File: src/design/ama_sqrt_cell.sv
`timescale 1ns / 1ps
`default_nettype none
// ----------------------------------------------------------------------------
// ama_sqrt_cell
// One registered step of the restoring integer square root (one result bit).
// ----------------------------------------------------------------------------
module ama_sqrt_cell #(
  parameter int STEP  = 0,
  parameter int NW    = 50,
  parameter int SIDEW = 8
) (
  input  wire              clk,
  input  wire              en,
  input  wire [NW-1:0]     n_in,
  input  wire [NW-1:0]     res_in,
  input  wire [SIDEW-1:0]  side_in,
  output logic [NW-1:0]    n_out,
  output logic [NW-1:0]    res_out,
  output logic [SIDEW-1:0] side_out
);
  localparam int BITPOS = NW - 2 - 2 * STEP;
  localparam logic [NW-1:0] BIT = {{(NW-1){1'b0}}, 1'b1} << BITPOS;
  logic [NW-1:0] n_nxt, res_nxt, trial;

  always_comb begin
    trial = res_in + BIT;
    if (n_in >= trial) begin
      n_nxt   = n_in - trial;
      res_nxt = (res_in >> 1) + BIT;
    end else begin
      n_nxt   = n_in;
      res_nxt = res_in >> 1;
    end
  end

  always_ff @(posedge clk) begin
    if (en) begin
      n_out    <= n_nxt;
      res_out  <= res_nxt;
      side_out <= side_in;
    end
  end
endmodule
`default_nettype wire

File: config.mk
export PLATFORM = sky130hd
export DESIGN_NAME = ama_sqrt_cell
export DESIGN_NICKNAME = d
export VERILOG_FILES = /design/src/design/ama_sqrt_cell.sv
export SDC_FILE = /design/constraint.sdc
export NUM_CORES = 1
export LEC_CHECK = 0
export ABC_AREA = 0
export BUFFER_PORTS_ARGS = -buffer_cell sky130_fd_sc_hd__buf_2
export CORE_AREA = 2 2 186 151
export DETAILED_ROUTE_END_ITERATION = 16
export DIE_AREA = 0 0 188 153
export PLACE_DENSITY_LB_ADDON = 0.12
export REMOVE_ABC_BUFFERS = 1
export SYNTH_ARGS = -nofsm -noshare
export SYNTH_HDL_FRONTEND = slang
export SYNTH_SLANG_ARGS = --single-unit
File: constraint.sdc
create_clock -name clk -period 5.9 [get_ports clk]
set_input_delay 0.885 -clock clk [delete_from_list [all_inputs] [get_ports clk]]
set_output_delay 0.885 -clock clk [all_outputs]
set_load 0.1 [all_outputs]
# After elaboration in Yosys (flattened, before gate mapping)
# Cells that the tools add are included.
# op_classes
n_addsub	3
mul	0
div	0
magnitude_cmp	1
n_eq_ne	0
shift	0
muxes	2
bitwise	0
n_reduce_logical	0
# ops
operator	n
adder 49 x 49 -> 50 bit (second input constant)	1
adder 50 x 49 -> 50 bit (second input constant)	1
>= comparator 50 bit	1
2-to-1 mux 50 bit	1
subtractor 50 bit	1
2-to-1 mux 49 bit	1
# totals
ff_bits	108
latch_bits	0
ram_bits	0
rom_bits	0
inputBits	110
output_inout_bits	108
elab_cells	10
memories	0

# Logic depth before layout (Yosys ltp)
# logic_depth
ltp_word	3
ltp_mapped	15

# Worst setup path after synthesis
# Ideal clock, no wire load.
# synth_timing
path_type	input to register
startpoint	input n_in[0]
endpoint	register n_out[46], data pin
setup_ps	256
t_arrival_ps	3491
slack_ps	2153
stages	13
path_buffers	0
path_cell_list	inv_1 ha_1 inv_1 fa_1 a211oi_1 o21ai_0 or3b_4 a21oi_4 or4_4 a31oi_4 o21ai_2 or3_1 a41o_1
# synth_via
elab_chain_cells	2
# synth_lines
item	line	text
start, declared	14	input wire [NW-1:0] n_in,
subtractor 50 bit / >= comparator 50 bit (equally long branches)	28, 27	
2-to-1 mux 50 bit *	27	if (n_in >= trial) begin
named net n_nxt[46]	23	logic [NW-1:0] n_nxt, res_nxt, trial;
end signal, assigned	38	n_out <= n_nxt;
end, declared	17	output logic [NW-1:0] n_out,
# Mark *: on every way through the listed nets, which the timed path passes. The rest lies on a longest branch.
# A chain may end at the register's enable or synchronous reset.

# Final worst setup path
# layout_timing
startpoint	input res_in[13]
endpoint	register n_out[21], data pin
# layout_via
elab_chain_cells	3
# layout_lines
item	line	text
start, declared	15	input wire [NW-1:0] res_in,
adder 50 x 49 -> 50 bit *	26	trial = res_in + BIT;
subtractor 50 bit / >= comparator 50 bit (equally long branches)	28, 27	
2-to-1 mux 50 bit *	27	
named net n_nxt[21]	23	
# Marks and branches as above.

==> run metrics <==
outcome=complete, no violations; ys async rst share=0%; post-route setup slack=1979 ps; Setup CP Type=in -> reg; Pleak=0.003892 uW; area leader, netlist=edfxtp_1; synth-to-layout area growth=23.76%; Hold Path End=side_out[0]$_DFFE_PP_; Sink Count=108; TritonCTS Buffers=9; critical path launch point type=input pin; initial antenna violation count=2; initial core utilization=26.58%; post-CTS setup repair buffer count=0; GR Layer Usage met1=22.51%; PostCTS Resize Cnt=0; Die Ht=153 um; routing usage on met3=3.559%; Yosys cell types=70; yosys synthesis warning count=0; placed instance count=1275; cts-stage hold buffer count=0; cell family with most CP delay=simple AND/OR/NAND/NOR gates; Critical Path Sink Type=flip-flop; Post-route DRC=0; largest net degree at the start of global routing=67; final setup violation count=0; antenna viol nets, final=0; Clock transition at path regs=70 ps; core area=26960 sq um; # rows=54; Bufs and invs on worst path=3; via count=6078; post-route clock period utilization=66.46%; ranking of synthesized cells by area=edfxtp_1, ha_1, a21oi_1; Mean Syn Cell Area=9.968 sq um; EDFF count, synth=108; Setup TNS=0 ps; WHS Path Cells=1; clock buffer depth=2; DP HPWL=16.99 mm; nets=1083; Fill cells=2832; Cell Area, Synth=7167 sq um; crit-path cells=buf_2 -> inv_1 -> ha_1 -> and3_1 -> nand4_1 -> or3b_4 -> a21oi_4 -> o211ai_2 -> a31oi_2 -> a211o_2 -> buf_4 -> mux2_1; Max stage delay on crit path=460 ps; Power Density=319.5 nW/um^2; GRT Overall Usage=15.14%; maximum VDD drop=0.1410 mV; commonest non-fill, non-tap cell in the layout=buf_2; WL final=21.67 mm; sequential element share of the synthesized area=45.25%; Synth top area share=45.25%; clk root buf=clkbuf_16; Port Buffer Count=217; most frequent cells in the layout=buf_2, edfxtp_1, a21oi_1, inv_1, nor2_1; fin. max-slew vios=0; CP Max Fanout=30; required time of the critical path=6010 ps; Worst path slowest cell=or3b_4; worst-margin pin slew=989.8 ps; min cycle time layout=3921 ps; Setup WS pre-CTS=1522 ps; final non-filler cell total=1292; Post-Syn Instances=719; met2 usage=22.02%; share of cells above drive strength 1=27.62%; WL/cell=16.77 um; Die X=188 um; die area=28760 sq um; I/O Pins=218; first-pass GRT wire length=33.88 mm; synthesized flop and latch total=108; Crit path arrival time=4030 ps; min-delay worst type=in -> reg; Hold Crit Start=side_in[0]; global route hottest layer=met1; remaining global-route overflow=0; final hold vios=0; H-tree levels=3; DR vias/cell=4.704; 1st-pass router iterations=5; unrepaired setup endpoints after global routing=no; Most used DFF post-synth=edfxtp_1; vias in the first global route=5825; max_slew headroom=33.89%; Max-Cap Viols=0; fmax=255.0 MHz; CTS tree=done; Final GP Congestion=0.8178; DRT iter0 DRCs=369
[registers in the layout (all words and copies together), names as in the netlist]
register	flops
side_out	8
res_out	50
n_out	50
[area by class of cell]
class	instances	area, sq um	area share (%)
Sequential cell	108	3243	36.56
Tap cell	364	455.4	5.135
Inverter	63	236.5	2.666
Clock inverter	4	26.28	0.2962
Multi-Input combinational cell	517	3536	39.86
Timing Repair Buffer	223	1134	12.78
Antenna cell	1	2.502	0.02821
Clock buffer	12	236.5	2.666
[cells by family after synthesis]
group	count (synthesis)	share of synthesized area [%]
AO/OA/AOI/OAI	225	20.60
XOR/XNOR	38	4.644
adder cells (fa/ha/maj)	51	9.008
buffers and inverters	94	5.429
flip-flops	108	45.25
multiplexers	14	2.165
AND/OR/NAND/NOR	189	12.90
[through the flow]
step / hold WS, ps / power [uW] / util, % / instance area (sq um)
floorplan: 983.9 / 2011 / - / 7014
global placement: 1062 / 2282 / 31.92 / 8605
detailed placement: 1063 / 2279 / 31.92 / 8605
CTS: 673.7 / 2878 / 32.89 / 8867
global route: 678.9 / 2978 / 32.89 / 8867
finish: 697.2 / 2834 / 32.90 / 8870
[metal layers]
| layer | vias up | share of wire [%] |
|---|---|---|
| met5 | - | 0.051 |
| li1 | 3054 | - |
| met3 | 16 | 5.3 |
| met4 | 2 | 1.0 |
| met2 | 175 | 42 |
| met1 | 2831 | 51 |
[worst max path at each step]
stage / startpoint / end / slack [ps] / depth (start not counted)
after global routing: res_in[13] / n_out[21]$_DFFE_PP_ / 1780 / 12
after detailed placement: n_in[0] / n_out[1]$_DFFE_PP_ / 1520 / 13
after global placement: n_in[0] / n_out[1]$_DFFE_PP_ / 1620 / 13
after CTS: res_in[13] / n_out[21]$_DFFE_PP_ / 1940 / 12
final: res_in[13] / n_out[21]$_DFFE_PP_ / 1980 / 12
after floorplan: res_in[13] / n_out[32]$_DFFE_PP_ / 1290 / 10
[synth_stat cells, drive strengths merged (11+ instances only)]
cell type	count
edfxtp	108
a21oi	85
inv	63
nor2	63
ha	50
nand2	45
o21ai	38
a21o	26
xnor2	26
clkbuf	21
nand3	14
nand4	13
mux2	12
xor2	12
o21a	11
[report_power, final]
group | switching, uW | internal [uW]
combinational | 1000 | 280
clock | 290 | 287
sequential | 19.6 | 956
total | 1310 | 1520
Note: power is estimated with default switching activity, not from simulation.
