### config.mk
export PLATFORM = sky130hd
export DESIGN_NAME = ama_cell
export DESIGN_NICKNAME = d
export VERILOG_FILES = /design/src/design/ama_pkg.sv /design/src/design/ama_cell.sv
export SDC_FILE = /design/constraint.sdc
export NUM_CORES = 1
export LEC_CHECK = 0
export BUFFER_PORTS_ARGS = -buffer_cell sky130_fd_sc_hd__buf_2
export CORE_MARGIN = 1.5
export CORE_UTILIZATION = 40
export CTS_BUF_LIST = sky130_fd_sc_hd__clkbuf_8
export CTS_CLUSTER_DIAMETER = 30
export CTS_CLUSTER_SIZE = 24
export DETAILED_ROUTE_END_ITERATION = 8
export PLACE_DENSITY = 0.59
export SYNTH_ARGS = -nofsm -noshare
export SYNTH_HDL_FRONTEND = slang
export SYNTH_SLANG_ARGS = --single-unit
### constraint.sdc
create_clock -name clk -period 4.9 [get_ports clk]
set_clock_uncertainty 0.15 [all_clocks]
set_input_delay 0.49 -clock clk [delete_from_list [all_inputs] [get_ports clk]]
set_output_delay 0.49 -clock clk [all_outputs]
set_load 0.01 [all_outputs]
### src/design/ama_pkg.sv
`timescale 1ns / 1ps
`default_nettype none
// ----------------------------------------------------------------------------
// ama_pkg
// Shared constants, widths and the arctangent table for the attitude block.
// ----------------------------------------------------------------------------
package ama_pkg;
  localparam int CORDIC_STEPS_DEF = 16;
  localparam int SAMPLE_BITS_DEF  = 16;
  localparam int TABLE_LEN        = 24;
  localparam int HALF_TURN        = 18000;
  localparam int FULL_TURN        = 36000;
  localparam int ANG_W            = 24;   // centidegrees * 256, signed
  localparam int DECL_RESET       = -494;
  localparam int CFG_AW           = 1;
  localparam logic [CFG_AW-1:0] REG_DECL = 1'b0;

  function automatic logic signed [ANG_W-1:0] atan_entry(input int idx);
    logic signed [ANG_W-1:0] v;
    case (idx)
      0: v = 24'sd1152000;  1: v = 24'sd680065;  2: v = 24'sd359328;
      3: v = 24'sd182400;   4: v = 24'sd91554;   5: v = 24'sd45822;
      6: v = 24'sd22916;    7: v = 24'sd11459;   8: v = 24'sd5730;
      9: v = 24'sd2865;     10: v = 24'sd1432;   11: v = 24'sd716;
      12: v = 24'sd358;     13: v = 24'sd179;    14: v = 24'sd90;
      15: v = 24'sd45;      16: v = 24'sd22;     17: v = 24'sd11;
      18: v = 24'sd6;       19: v = 24'sd3;      20: v = 24'sd1;
      21: v = 24'sd1;
      default: v = '0;
    endcase
    return v;
  endfunction
endpackage
`default_nettype wire

### src/design/ama_cell.sv
`timescale 1ns / 1ps
`default_nettype none
// ----------------------------------------------------------------------------
// ama_cell
// One registered CORDIC vectoring micro-rotation; passes side data along.
// ----------------------------------------------------------------------------
module ama_cell #(
  parameter int STEP  = 0,
  parameter int VW    = 40,
  parameter int SIDEW = 8
) (
  input  wire                                clk,
  input  wire                                en,
  input  wire logic signed [VW-1:0]          x_in,
  input  wire logic signed [VW-1:0]          y_in,
  input  wire logic signed [ama_pkg::ANG_W-1:0] z_in,
  input  wire logic [SIDEW-1:0]              side_in,
  output logic signed [VW-1:0]               x_out,
  output logic signed [VW-1:0]               y_out,
  output logic signed [ama_pkg::ANG_W-1:0]   z_out,
  output logic [SIDEW-1:0]                   side_out
);
  import ama_pkg::*;
  localparam logic signed [ANG_W-1:0] ATAN = atan_entry(STEP);
  logic signed [VW-1:0] x_nxt, y_nxt;
  logic signed [ANG_W-1:0] z_nxt;

  always_comb begin
    if (!y_in[VW-1]) begin
      x_nxt = x_in + (y_in >>> STEP);
      y_nxt = y_in - (x_in >>> STEP);
      z_nxt = z_in + ATAN;
    end else begin
      x_nxt = x_in - (y_in >>> STEP);
      y_nxt = y_in + (x_in >>> STEP);
      z_nxt = z_in - ATAN;
    end
  end

  always_ff @(posedge clk) begin
    if (en) begin
      x_out    <= x_nxt;
      y_out    <= y_nxt;
      z_out    <= z_nxt;
      side_out <= side_in;
    end
  end
endmodule
`default_nettype wire

; Word-level counts from Yosys, hierarchy flattened
; Cells that the tools add are included.
[word_totals]
wordCells = 12
mem_bits_rw = 0
register_bits = 112
n_memories = 0
inputBits = 114
output_inout_bits = 112
latch_bits = 0
romBits = 0
[op_classes]
mux = 3
n_div = 0
n_shift = 0
order_cmp = 0
n_mul = 0
reduce_logical = 0
bitwise_logic = 0
n_eq_ne = 0
n_addsub = 5
[ops]
columns = operator, count
row1 = $mux W40, 2
row2 = $sub A40 B40 Y40, 2
row3 = $add A40 B40 Y40, 1
row4 = $add A24 B22 Y24 const B, 1
row5 = $mux W24, 1
row6 = $sub A24 B22 Y24 const B, 1

; Depth between registers and ports, before layout
[depth]
depth_word = 2
ltp_mapped = 14

; Least setup slack after synthesis
; OpenSTA, ideal clock, no wires.
[synth_timing]
kind = input to register
start = in y_in[39]
end = reg z_out[23] in the netlist's numbering, data pin
path_stages = 13
slack_ns = 1.478
required_ns = 4.490
setup_time_ns = 0.260
arrival_ns = 3.012
cell_sequence = clkbuf_1 -> clkinv_1 -> clkbuf_1 -> buf_1 -> ha_1 -> a21oi_1 -> o21a_1 -> o21ai_0 -> a211oi_1 -> a21oi_1 -> a21o_1 -> a21oi_1 -> xnor2_1
[synth_via]
elab_chain_cells = 1
[synth_lines]
columns = item, line_no
row1 = from (decl), ama_cell.sv:15  ; input wire logic signed [VW-1:0] y_in,
row2 = $mux W24, ama_cell.sv:29  ; if (!y_in[VW-1]) begin
row3 = via z_nxt[23], ama_cell.sv:26  ; logic signed [ANG_W-1:0] z_nxt;
row4 = to (signal assigned), ama_cell.sv:44  ; z_out <= z_nxt;
row5 = to (decl), ama_cell.sv:20  ; output logic signed [ama_pkg::ANG_W-1:0] z_out,
; The timed path passes the listed nets, and every way through them passes these cells.
; A chain may end at the register's enable or synchronous reset.

; Final worst setup path
[layout_timing]
start = in x_in[10]
end = reg x_out[37], data pin
[layout_via]
elab_chain_cells = 2
[layout_lines]
columns = item, line_no
row1 = from (decl), ama_cell.sv:14  ; input wire logic signed [VW-1:0] x_in,
row2 = $add A40 B40 Y40 / $sub A40 B40 Y40 (equally long branches), "ama_cell.sv:30, ama_cell.sv:34"
row3 = $mux W40 *, ama_cell.sv:29
row4 = via x_nxt[37], ama_cell.sv:25  ; logic signed [VW-1:0] x_nxt, y_nxt;
row5 = to (signal assigned), ama_cell.sv:42  ; x_out <= x_nxt;
row6 = to (decl), ama_cell.sv:18  ; output logic signed [VW-1:0] x_out,
; Mark *: on every way through the listed nets, which the timed path passes. The rest lies on a longest branch.

==> qor.csv <==
metric;value;unit
synth_area_per_cell;8.43;µm²
vias;10600;
cp_data_required_time;4880;ps
synth_nets;1553;
first_iter_violations;859;
synth-xor-area-share;0.0708;
post_drt_via_cell_ratio;5.76;
grt_util_met1;0.344;
grtUsageMet3;0.0304;
rsz0062_at_grt;false;
period_share;0.742;
hp-class;input port to flop;
synth_compound_gate_area_share;0.253;
cts_buffers;9;
period_minus_slack;3640;ps
p_total;3.32;mW
n_antenna_cell;0;
die-area;28500;µm²
synth_ff_type;edfxtp_1;
ir_drop;0.000132;V
drt.antenna.violating_nets;0;
slew_viol_final;0;
clock_path_buffers;2;
port_buffers;225;
num-nets-final;1742;
worst_pin_slew;1140;ps
crit_arrival;3620;ps
synth_top_family_by_area;compound AO/OA/AOI/OAI gates;
outcome;complete, no violations;
tritoncts;done;
cap_violations;0;
synth.area.top_cells;edfxtp_1, ha_1, a21oi_1, xnor2_1, o21ai_0;
syn_to_final_growth;14.5;%
rows;60;
die_y;169;µm
place_inst;1825;
grt_pass1_wl;56800;µm
wire_per_inst;20.2;µm
numClockSinks;111;
synthMuxAreaShare;0.0100;
clk_pin_slew;110;ps
syn_area;11000;µm²
synth_edf_count;111;
async_reset_ff_frac;0;
route.detailed.drc;0;
yosys.area_share.simple;0.144;
max_freq;0.275;GHz
fin_cells;1841;
syn_inst;1306;
crit_type;input port to flop;
end_kind;flop;
post-dp-hpwl;29600;µm
grt_overflow;0;
use_met2;0.427;
core_area;27000;µm²
setup_violations;0;
grt-busiest-layer;met2;
post_cts_buffers;0;
worst_slack;1260;ps
placed_cell_area;12400;µm²
track_usage;0.257;
die_w;169;µm
fin_setup_tns;0;ps
io_pins;226;
drive_above_1_share;0.183;
crit_chain;buf_2 -> inv_1 -> ha_1 -> inv_1 -> a2111oi_2 -> nand3_1 -> o211ai_1 -> a21oi_1 -> o31ai_4 -> o21ai_1 -> a41oi_1 -> xor2_1;
cts_root_buffer;clkbuf_8;
finalInstanceArea;12600;µm²
synth_adder_area_share;0.154;
htree_levels;3;
grt_pass1_vias;10200;
maxSlewHeadroom;0.239;
synth-seq-cells;111;
leakage;5.49;nW
floorplan.initialDensity;0.409;
antenna_found_initial;1;
ys_warn_count;0;
cp_common_cell;inv_1;
finalHoldViolations;0;
routed_wl;37300;µm
cts_resized;0;
dr.pass1.iters;5;
synth_cell_types;72;
path_max_fanout;15;
synth_top_area_cell;edfxtp_1;
startpoint_type;input port;
cts_hold_buf;0;
crit_slowest_cell;ha_1;
grt_max_degree;101;
place.gp.congestion;0.933;
p_per_area;263;nW/µm²
cpPeakStageDelay;660;ps
synth_top_area_frac;0.303;
pre_cts_ws;964;ps
ys_seq_area_frac;0.303;
critical path: cells and delay by family:
| kind | cells | cell delay (ps) |
|---|---|---|
| compound gates | 6 | 1750 |
| xor+xnor | 1 | 120 |
| fa+ha+maj | 1 | 660 |
| buf+inv | 3 | 470 |
| simple gates | 1 | 130 |
routing by layer:
layer	up-vias	routed length [µm]
li1	5080	-
met1	5003	16500
met2	462	17000
met3	56	2700
met4	2	1030
met5	-	8
worst paths after layout:
check | startpoint | endpoint | slack [ps] | depth (start not counted)
max | x_in[10] | x_out[37]$_DFFE_PP_ | 1260 | 12
min | z_in[5] | z_out[5]$_DFFE_PP_ | 110 | 1
cell families after synthesis:
| logic type | Yosys count |
|---|---|
| AO/OA/AOI/OAI | 447 |
| AND/OR/NAND/NOR | 331 |
| buffers and inverters | 184 |
| adder cells (fa/ha/maj) | 133 |
| flip-flops | 111 |
| XOR/XNOR | 89 |
| multiplexers | 11 |
metrics by stage:
step                       util  hold WS [ps]
final                     0.468           114
after floorplan               -           439
after detailed placement  0.460           519
after global placement    0.460           517
after CTS                 0.468          91.4
after global routing      0.468           100
synthesized netlist by cell type, types with 5 or more instances:
cell	n
nor2_1	102
nand2b_1	16
nor3_1	33
a21boi_0	6
o21ai_0	96
and3_1	8
xor2_1	13
nor4_1	12
nand4_1	16
or3_1	5
buf_1	13
o31ai_1	15
xnor2_1	76
ha_1	129
nor2b_1	13
nand2_1	78
edfxtp_1	111
inv_1	124
o21a_1	12
o221ai_1	6
a21o_1	22
a211oi_1	15
clkbuf_1	30
o211ai_1	16
a31oi_1	10
a311oi_1	6
o21ai_1	7
or2_2	9
nand3_1	19
o21bai_1	22
mux2i_1	11
a21oi_1	162
o22ai_1	5
buf_2	10
cell type report:
cell class | count | area, µm²
Multi-Input combinational cell | 1011 | 6960
Clock inverter | 7 | 78.8
Inverter | 127 | 477
Tap cell | 341 | 427
Fill cell | 2724 | 14300
Timing Repair Buffer | 235 | 1210
Clock buffer | 9 | 124
Sequential cell | 111 | 3330
flip-flops by register name, indices dropped and copies added (netlist names):
name      flops
y_out        39
x_out        40
side_out      8
z_out        24
power breakdown:
group | internal (mW) | switching [mW] | total, mW
Combinational | 0.513 | 0.885 | 1.40
Sequential | 1.24 | 0.0501 | 1.29
Clock | 0.245 | 0.381 | 0.626
cells in the final DEF, fill, tap and decap left out, types with 11 or more instances in the layout:
cell type / n
inv_1: 124
nor2b_1: 13
a21o_1: 22
xor2_1: 13
a211oi_1: 15
nand2_1: 78
nand2b_1: 16
mux2i_1: 11
nand3_1: 19
o21bai_1: 22
nand4_1: 16
nor2_1: 102
nor3_1: 33
buf_2: 223
buf_4: 12
a21oi_1: 162
o21ai_0: 96
o31ai_1: 15
ha_1: 129
o21a_1: 12
o211ai_1: 16
xnor2_1: 76
nor4_1: 12
edfxtp_1: 111
Note: power is estimated with default switching activity, not from simulation.
